==> config.mk <==
export PLATFORM = sky130hd
export DESIGN_NAME = plid_cell
export DESIGN_NICKNAME = d
export VERILOG_FILES = /design/src/plid_pkg.sv /design/src/plid_cell.sv
export SDC_FILE = /design/constraint.sdc
export NUM_CORES = 1
export LEC_CHECK = 0
export ABC_AREA = 1
export BUFFER_PORTS_ARGS = -buffer_cell sky130_fd_sc_hd__buf_2
export CAP_MARGIN = 20
export CORE_UTILIZATION = 40
export CTS_BUF_LIST = sky130_fd_sc_hd__clkbuf_2 sky130_fd_sc_hd__clkbuf_4 sky130_fd_sc_hd__clkbuf_8
export CTS_CLUSTER_DIAMETER = 80
export CTS_CLUSTER_SIZE = 20
export DETAILED_ROUTE_END_ITERATION = 6
export PLACE_DENSITY_LB_ADDON = 0.12
export SETUP_SLACK_MARGIN = 0.3
export SYNTH_ARGS = -nofsm -noshare
export SYNTH_HDL_FRONTEND = slang
export SYNTH_SLANG_ARGS = --single-unit
==> constraint.sdc <==
create_clock -name clk_i -period 2.6 [get_ports clk_i]
set_input_delay 0.52 -clock clk_i [delete_from_list [all_inputs] [get_ports clk_i]]
set_output_delay 0.52 -clock clk_i [all_outputs]
set_load 0.005 [all_outputs]
==> src/plid_pkg.sv <==
package plid_pkg;

  localparam int unsigned DataW      = 32;
  localparam int unsigned PosW       = 7;
  localparam int unsigned FillW      = 8;
  localparam int unsigned FuncW      = 3;
  localparam int unsigned StatusW    = 2;
  localparam int unsigned DepthDflt  = 128;

  typedef enum logic [FuncW-1:0] {
    OP_APPEND = 3'd0,
    OP_UPDATE = 3'd1,
    OP_INSERT = 3'd2,
    OP_DELETE = 3'd3,
    OP_READ   = 3'd4
  } func_e;

  typedef enum logic [StatusW-1:0] {
    ST_DONE  = 2'd0,
    ST_FULL  = 2'd1,
    ST_RANGE = 2'd2
  } status_e;

  typedef struct packed {
    logic load;
    logic take_left;
    logic take_right;
  } cell_cmd_t;

endpackage

==> src/plid_cell.sv <==
module plid_cell (
  input  logic                           clk_i,
  input  plid_pkg::cell_cmd_t            cmd_i,
  input  logic [plid_pkg::DataW-1:0]     new_i,
  input  logic [plid_pkg::DataW-1:0]     left_i,
  input  logic [plid_pkg::DataW-1:0]     right_i,
  output logic [plid_pkg::DataW-1:0]     data_o
);
  import plid_pkg::*;

  logic [DataW-1:0] data_q;
  logic [DataW-1:0] data_d;

  always_comb begin
    data_d = data_q;
    if (cmd_i.load) begin
      data_d = new_i;
    end else if (cmd_i.take_left) begin
      data_d = left_i;
    end else if (cmd_i.take_right) begin
      data_d = right_i;
    end
  end

  always_ff @(posedge clk_i) begin
    data_q <= data_d;
  end

  assign data_o = data_q;
endmodule

; After elaboration in Yosys (flattened, before gate mapping)
; Index checks and enable logic that the tools add are counted.
[word_totals]
register_bits = 32
latchBits = 0
ram_bits = 0
mem_bits_ro = 0
inputBits = 100
output_inout_bits = 32
word_cells = 5
memories = 0
[op_classes]
add_sub_neg = 0
n_mul = 0
n_div = 0
order_cmp = 0
eq_ne = 0
shifts = 0
mux = 3
bitwise_logic = 0
n_reduce_logical = 1
[op_table]
columns = cell, count
row1 = $mux W32, 3
row2 = $reduce_bool A3 Y1, 1

; Logic depth before layout (Yosys ltp)
; Gate-level depths: netlist (run 1).
[depth]
word_depth = 3
depth_mapped = 6
depth_no_buf = 4

; Worst setup path before layout (run 1)
; Ideal clock, no wire load.
[synth_path]
path_type = input port to flip-flop
startpoint = input port cmd_i[2] (netlist name)
endpoint = register data_q[0] (netlist: data_o[0]), enable pin
setup_time_ps = 390
arrival_time_ps = 1533
t_required_ps = 2210
slack_ps = 677
cell_stages = 4
cell_sequence = buf_4 > inv_4 > buf_4 > nand2_1
[synth_via]
elab_chain_cells = 1
[synth_lines]
columns = element, line
row1 = "start, declared", plid_cell.sv:3  ; input plid_pkg::cell_cmd_t cmd_i,
row2 = $reduce_bool A3 Y1 (no line), n/a
row3 = "end signal, assigned", plid_cell.sv:26  ; data_q <= data_d;
row4 = "end, declared", plid_cell.sv:11  ; logic [DataW-1:0] data_q;
; No other way between the ends.
; A chain may end at the register's enable or synchronous reset.

; Worst setup path after layout (run 1)
[layout_path]
startpoint = input port cmd_i[2] (netlist name)
endpoint = register data_q[22] (netlist: data_o[22]), enable pin
; The elaborated chain is that of the path after synthesis.

==> results.yml, run 1 <==
sta:
  rsz0062_at_grt: "false"
  fmax_mhz: 499.4
  drv_slew: 0
  setup_tns_ns: 0
  period_needed_ns: 2.003
  setup_violations: 0
  hold_viol: 0
  tightest_slew_ns: 0.5903
  finalCritPeriodShare: 0.7702
  max_slew_margin: 0.6065
setup_path:
  start_kind: "primary input"
  cp.required_ns: 2.57
  end_kind: "flip-flop"
  crit_arrival_ns: 1.97
  critPathKind: "primary input to flip-flop"
  cp_max_fo: 33
final_layout:
  diodes: 0
  finish.utilization: 0.5740
  nNetsFinal: 501
  largest_register_ffs: 32
  area_growth_syn_to_layout_pct: 37.33
  drive_above_1_share: 0.3557
power_and_ir_drop:
  ir_drop_mv: 0.2226
  comb_power_share: 0.208
  p_sw_frac: 0.2392
  switching_power_uw: 306.7
  totalPowerFinal_mw: 1.282
  p_int_uw: 975.5
  clockPowerShare: 0.282
  p_leak_nw: 1.681
  p_per_area_nw_per_um2: 472.9
  seq_power_share: 0.509
synth:
  yosysSeqAreaShare: 0.4867
  ys_types: 9
  synth_nets: 374
  yosysWarnings: 0
  synthCells: 274
  ys_ff_latch: 32
  syn_avg_cell_area_um2: 7.206
  syn-cell-area_um2: 1974
floorplanning:
  fp.coreArea_um2: 4723
  num_rows: 25
  dieArea_um2: 5221
  chipHeight_um: 72.26
  die_x_um: 72.26
  io_pins: 132
  start_util: 0.4180
global_routing:
  met3_usage: 0.03333
  grt_pass1_wl_mm: 7.320
  antenna_found_initial: 0
  grt_usage: 0.1802
  overflow: 0
  groute.layer.met1.usage: 0.2310
  met2_usage: 0.3074
  busiest_layer: "met2"
  grt_max_degree: 34
  grt_pass1_vias: 1741
placement:
  place_congestion: 0.7115
  portBuffers: 131
  dp_hpwl_mm: 3.421
clocking:
  cts_buffer_depth: 2
  cts-buffers-inserted: 5
  htree_levels: 2
  clock_sinks: 32
  cts_tree: "done"
  postCtsSetupBuffers: 0
  cts-resized-gates: 0
  root_buffer: "clkbuf_8"
  postCtsHoldBufs: 0
  clk_pin_slew_ns: 0.06
min_path:
  min_from: "new_i[17]"
  min_delay_worst_endpoint: "data_o[17]"
  hold_depth: 3
  hold_class: "primary input to flip-flop"
drt:
  wirelength_mm: 4.641
  via_per_inst: 4.147
  ant_nets: 0
  first_pass_iters: 4
  drtIter0Drc: 81
  avgRoutedWirePerCell_um: 9.896
  vias: 1945
  remaining_drc_errors: 0
run:
  maxCapViolations: 0
status:
  outcome: "finished, final reports clean"
==> through the flow <==
step	std cells	hold slack [ns]	worst slack, ns	area, µm²
final	469	0.5202	0.5975	2711
after global routing	469	0.5185	0.4516	2711
after CTS	469	0.5111	0.5823	2711
after detailed placement	461	0.7963	0.2895	2624
after global placement	461	0.7949	0.3015	2624
after floorplan	274	0.7017	0.6774	1974
==> kinds of logic after synthesis <==
logic type	Yosys count	share of synthesized area
AND/OR/NAND/NOR	162	0.3283
buffers and inverters	80	0.1850
flip-flops	32	0.4867
==> worst max-delay path: stages <==
cell and delay (ns):
buf_2 0.47, inv_4 0.27, nand2_1 0.40, buf_4 0.29
==> placed cells by master (no fill, tap or decap) <==
master    count
clkbuf_8      5
clkinv_1      1
nor2_1        1
nand3_1      32
nand2_1     129
edfxtp_1     32
buf_2       131
buf_4         3
inv_1        64
inv_4         2
clkbuf_4      2
==> cells in the mapped netlist <==
cell,instances,area share
buf_2,3,0.0076
inv_1,64,0.12
inv_4,2,0.0063
buf_4,7,0.027
nand3_1,32,0.081
nor2_1,1,0.0019
edfxtp_1,32,0.49
buf_6,4,0.023
nand2_1,129,0.25
==> how the worst max path moves through the flow <==
stage	cells after the start	start	end	slack, ns
finish	4	cmd_i[2]	data_o[22]	0.60
global route	4	cmd_i[2]	data_o[25]	0.45
CTS	4	cmd_i[2]	data_o[20]	0.58
detailed placement	4	cmd_i[2]	data_o[26]	0.29
global placement	4	cmd_i[2]	data_o[24]	0.30
floorplan	4	cmd_i[2]	data_o[0]	0.68
==> layer usage <==
layer  vias to the layer above  part of all wire
met2                        90              0.48
met5                         -                 0
met3                         0             0.075
met1                       794              0.44
met4                         0                 0
li1                       1061                 -
==> layout make-up <==
type	count	area, µm²
sequential	32	960.9
tap	67	83.83
timing repair buffer	134	678.2
inverter	66	252.7
fill	471	2012
clock buffer	7	83.83
multi-input combinational	162	648.1
clock inverter	1	3.754
==> power by group through the flow <==
| stage | sequential (mW) | clock (mW) | combinational, mW |
|---|---|---|---|
| after floorplan | 0.672 | 0 | 0.122 |
| after global placement | 0.664 | 0 | 0.268 |
| after detailed placement | 0.664 | 0 | 0.271 |
| after CTS | 0.654 | 0.377 | 0.271 |
| after global routing | 0.658 | 0.398 | 0.306 |
| final | 0.653 | 0.362 | 0.267 |
Note: power is estimated with default switching activity, not from simulation.
==> inputs of run 2 (changes only) <==
==> constraint.sdc (replaced) <==
create_clock -name clk_i -period 2.1 [get_ports clk_i]
set_input_delay 0.42 -clock clk_i [delete_from_list [all_inputs] [get_ports clk_i]]
set_output_delay 0.42 -clock clk_i [all_outputs]
set_load 0.005 [all_outputs]
==> run 2 against run 1 <==
Wire length rose by 4.2%. Combinational power rose by 26%. First-iteration DRC count rose by 2.5%. Critical path depth did not move. Non-clock buffer count rose by 1. Sequential cell count did not move. Global-route usage rose by 0.84 points. Core utilization rose by 0.24 points. Highest routed layer is now met4.
==> results.yml, run 2 (synthesis results as in run 1) <==
status:
  outcome: "finished, final reports clean"
setup_path:
  crit_arrival_ns: 1.28
  worstPathCellList: "buf_2 -> nor2_1 -> nand2_2 -> buf_12"
  end_kind: "flip-flop"
  slowest_delay_ns: 0.34
  crit_family: "buffers and inverters"
  cp.required_ns: 2.08
  critPathKind: "primary input to flip-flop"
  cp_max_fo: 20
  cp_num_buf_inv: 2
  cp_slowest_cell: "buf_2"
  start_kind: "primary input"
clocking:
  postCtsSetupBuffers: 0
  clock_sinks: 32
  cts-buffers-inserted: 5
  htree_levels: 2
  cts-resized-gates: 0
  cts_buffer_depth: 2
  clk_pin_slew_ns: 0.06
  root_buffer: "clkbuf_8"
  postCtsHoldBufs: 0
  cts_tree: "done"
global_routing:
  overflow: 0
  grt_pass1_wl_mm: 7.465
  grt_usage: 0.1886
  antenna_found_initial: 0
  grt_pass1_vias: 1681
  grt_max_degree: 34
sta:
  drv_slew: 0
  rsz0062_at_grt: "false"
  tightest_slew_ns: 0.4007
  fmax_mhz: 768.6
  setup_violations: 0
  holdWs_ns: 0.4135
  finalCritPeriodShare: 0.6195
  period_needed_ns: 1.301
  setup_tns_ns: 0
  hold_viol: 0
  max_slew_margin: 0.7329
  worst_slack_ns: 0.7989
drt:
  via_per_inst: 4.235
  vias: 1986
  drtIter0Drc: 83
  remaining_drc_errors: 0
  ant_nets: 0
  first_pass_iters: 4
  avgRoutedWirePerCell_um: 10.32
  wirelength_mm: 4.838
floorplanning:
  start_util: 0.4180
  num_rows: 25
  die_x_um: 72.26
  chipHeight_um: 72.26
  dieArea_um2: 5221
  io_pins: 132
  fp.coreArea_um2: 4723
power_and_ir_drop:
  p_per_area_nw_per_um2: 574.9
  comb_power_share: 0.215
  switching_power_uw: 392.5
  p_sw_frac: 0.2508
  totalPowerFinal_mw: 1.565
  clockPowerShare: 0.270
  seq_power_share: 0.514
  p_int_mw: 1.173
  p_leak_nw: 1.684
  ir_drop_mv: 0.3012
placement:
  portBuffers: 131
  pre_cts_ws_ns: 0.4973
  dp_cells: 462
  placed_cell_area_um2: 2646
  place_congestion: 0.7693
  dp_hpwl_mm: 3.474
final_layout:
  largest_register_ffs: 32
  final_cells: 469
  drive_above_1_share: 0.3557
  finish.utilization: 0.5764
  final_cell_area_um2: 2723
  diodes: 0
  nNetsFinal: 502
  mostFrequentLayoutCells: "131 x buf_2, 128 x nand2_1, 64 x inv_1"
  n_fill_cell: 445
  final_common_cell: "buf_2"
  area_growth_syn_to_layout_pct: 37.90
min_path:
  min_from: "new_i[1]"
  hold_class: "primary input to flip-flop"
  hold_depth: 3
  min_delay_worst_endpoint: "data_o[1]"
run:
  maxCapViolations: 0
-- run 2: cell types whose count changed in the layout (fill, tap and decap cells not counted) --
cell / before / now
nand2_1: 129 / 128
clkbuf_4: 2 / 0
buf_12: 0 / 1
clkinv_1: 1 / 2
nand2_2: 0 / 1
-- run 2: final cells by class --
class	count	area [µm²]	area share
multi-input cells	162	650.6	0.2390
flip-flops and latches	32	960.9	0.3529
well taps	67	83.83	0.03079
repair buffers	135	698.2	0.2564
clock buffers	5	68.82	0.02528
clock inverters	2	7.507	0.002757
inverters	66	252.7	0.09283
-- run 2: power groups by stage --
stage	Sequential (mW)	Combinational, mW	Clock (mW)
2_1_floorplan	0.831	0.152	0
3_3_place_gp	0.818	0.339	0
3_5_place_dp	0.818	0.342	0
4_1_cts	0.806	0.343	0.438
5_1_grt	0.811	0.386	0.467
6_report	0.805	0.337	0.423
-- run 2: worst max-delay path by stage --
stage / from / end / slack, ns / cells past startpoint
2_1_floorplan: cmd_i[2] / data_o[0] / 0.58 / 4
3_3_place_gp: cmd_i[1] / data_o[25] / 0.52 / 4
3_5_place_dp: cmd_i[1] / data_o[1] / 0.50 / 4
4_1_cts: cmd_i[1] / data_o[30] / 0.80 / 4
5_1_grt: cmd_i[1] / data_o[30] / 0.72 / 4
6_report: cmd_i[1] / data_o[6] / 0.80 / 4
-- run 2: layer usage --
layer / global-route usage / vias up / wire length, µm
met2: 0.3302 / 80 / 2342
met4: 0.07843 / 0 / 65
met1: 0.2159 / 837 / 2060
met5: 0 / - / 0
met3: 0.05278 / 6 / 369
li1: - / 1063 / -
==> inputs of run 3 (changes only) <==
--- a/config.mk
+++ b/config.mk
@@ -8,7 +8,7 @@
 export ABC_AREA = 1
 export BUFFER_PORTS_ARGS = -buffer_cell sky130_fd_sc_hd__buf_2
 export CAP_MARGIN = 20
-export CORE_UTILIZATION = 40
+export CORE_UTILIZATION = 39
 export CTS_BUF_LIST = sky130_fd_sc_hd__clkbuf_2 sky130_fd_sc_hd__clkbuf_4 sky130_fd_sc_hd__clkbuf_8
 export CTS_CLUSTER_DIAMETER = 80
 export CTS_CLUSTER_SIZE = 20
==> constraint.sdc (replaced) <==
create_clock -name clk_i -period 1.1 [get_ports clk_i]
set_input_delay 0.22 -clock clk_i [delete_from_list [all_inputs] [get_ports clk_i]]
set_output_delay 0.22 -clock clk_i [all_outputs]
set_load 0.005 [all_outputs]
==> run 3 against run 2 <==
Die area grew 2.5%. Non-clock buffer count grew 8. Clock power grew 100%. Count of clock-buffer cells in the layout grew 1. Sequential power grew 90%. Wire length grew 3.1%. Critical endpoint is now data_o[9]. Highest routed layer unchanged.
==> results.yml, run 3 (synthesis results as in run 1) <==
clocking:
  cts_tree: "done"
  htree_levels: 2
  cts_buffer_depth: 2
  clock_sinks: 32
  postCtsSetupBuffers: 0
  root_buffer: "clkbuf_8"
  clk_pin_slew_ns: 0.07
  postCtsHoldBufs: 0
  cts-buffers-inserted: 5
floorplanning:
  fp.coreArea_um2: 4786
  start_util: 0.4125
  die_x_um: 73.15
  dieArea_um2: 5351
  chipHeight_um: 73.15
  io_pins: 132
  num_rows: 25
sta:
  max_slew_margin: 0.8259
  rsz0062_at_grt: "true"
  finalCritPeriodShare: 0.9186
  fmax_mhz: 989.7
  tightest_slew_ns: 0.2604
  hold_viol: 0
  setup_tns_ns: 0
  period_needed_ns: 1.010
  drv_slew: 0
  setup_violations: 0
setup_path:
  cp_max_fo: 1
  slowest_delay_ns: 0.37
  start_kind: "flip-flop"
  crit_family: "flip-flops"
  end_kind: "output port"
  cp_num_buf_inv: 1
  cp_slowest_cell: "edfxtp_1"
  crit_arrival_ns: 0.79
  worstPathCellList: "buf_2"
  cp.required_ns: 0.88
  critPathKind: "flip-flop to output port"
final_layout:
  final_common_cell: "buf_2"
  nNetsFinal: 510
  n_fill_cell: 455
  drive_above_1_share: 0.3756
  diodes: 0
  area_growth_syn_to_layout_pct: 46.32
  mostFrequentLayoutCells: "130 x buf_2, 128 x nand2_1, 64 x inv_1"
  largest_register_ffs: 32
global_routing:
  grt_pass1_vias: 1823
  overflow: 0
  grt_usage: 0.1959
  antenna_found_initial: 0
  grt_max_degree: 33
  grt_pass1_wl_mm: 7.872
power_and_ir_drop:
  clockPowerShare: 0.278
  p_sw_frac: 0.2533
  totalPowerFinal_mw: 3.119
  ir_drop_mv: 0.5446
  seq_power_share: 0.492
  comb_power_share: 0.230
  p_per_area_nw_per_um2: 1080
  p_leak_nw: 1.761
  switching_power_uw: 790.2
  p_int_mw: 2.329
drt:
  via_per_inst: 4.281
  vias: 2042
  remaining_drc_errors: 0
  avgRoutedWirePerCell_um: 10.46
  wirelength_mm: 4.988
  drtIter0Drc: 75
  first_pass_iters: 4
  ant_nets: 0
placement:
  dp_hpwl_mm: 3.642
  portBuffers: 131
  place_congestion: 0.7638
min_path:
  hold_class: "primary input to flip-flop"
run:
  maxCapViolations: 0
status:
  outcome: "finished, final reports clean"
run 3: cell types whose count changed in the layout (fill, tap and decap cells not counted), sizes merged:
cell    delta
clkinv     -1
clkbuf     +3
buf        +6
run 3: path summary, 6_finish.rpt:
check	startpoint	end	slack (ns)	depth (start not counted)
worst max-delay path	data_o[9]	data_o[9]	0.09	1
worst min-delay path	new_i[4]	data_o[4]	0.21	3
run 3: per-layer routing:
| metal | part of all wire | routed length (µm) | global-route usage | vias to the layer above |
|---|---|---|---|---|
| met4 | 0.010 | 51 | 0.05882 | 0 |
| met2 | 0.50 | 2477 | 0.3364 | 77 |
| met1 | 0.41 | 2069 | 0.2342 | 878 |
| met3 | 0.078 | 390 | 0.06077 | 6 |
| met5 | 0 | 0 | 0 | - |
| li1 | - | - | - | 1081 |
run 3: layout make-up:
type                            instances  area [µm²]  share of cell area
Clock buffer                            6       76.32             0.02642
Clock inverter                          1       5.005            0.001732
Inverter                               66       257.7             0.08922
Multi-Input combinational cell        162       671.9              0.2326
Sequential cell                        32       960.9              0.3326
Tap cell                               67       83.83             0.02902
Timing Repair Buffer                  143       833.3              0.2884
run 3: power groups by stage:
stage,Sequential [mW],Combinational (mW),Clock (mW)
after floorplan,1.59,0.304,0
after global placement,1.56,0.696,0
after detailed placement,1.56,0.699,0
after CTS,1.54,0.702,0.882
after global routing,1.55,0.822,0.937
final,1.53,0.718,0.866
run 3: stage by stage:
step / hold slack, ns / worst slack [ns] / util / cells / cell area, µm²
after floorplan: 0.4017 / 0.08200 / - / 274 / 2013
after global routing: 0.2053 / 0.05375 / 0.6037 / 477 / 2889
final: 0.2054 / 0.08955 / 0.6037 / 477 / 2889
after global placement: 0.4914 / 0.03600 / 0.5746 / 468 / 2750
after CTS: 0.1994 / 0.08518 / 0.5916 / 475 / 2831
after detailed placement: 0.4953 / 0.02373 / 0.5746 / 468 / 2750
run 3: timing repair:
item / 4_1_cts / 5_1_grt
resized for setup: 0 / 4
cloned: 0 / 2
setup endpoints to repair: 32 / 52
run 3: tightest hold or removal path: stages:
cell and delay [ns]:
buf_2 0.07, nand2_1 0.04, nand2_1 0.05
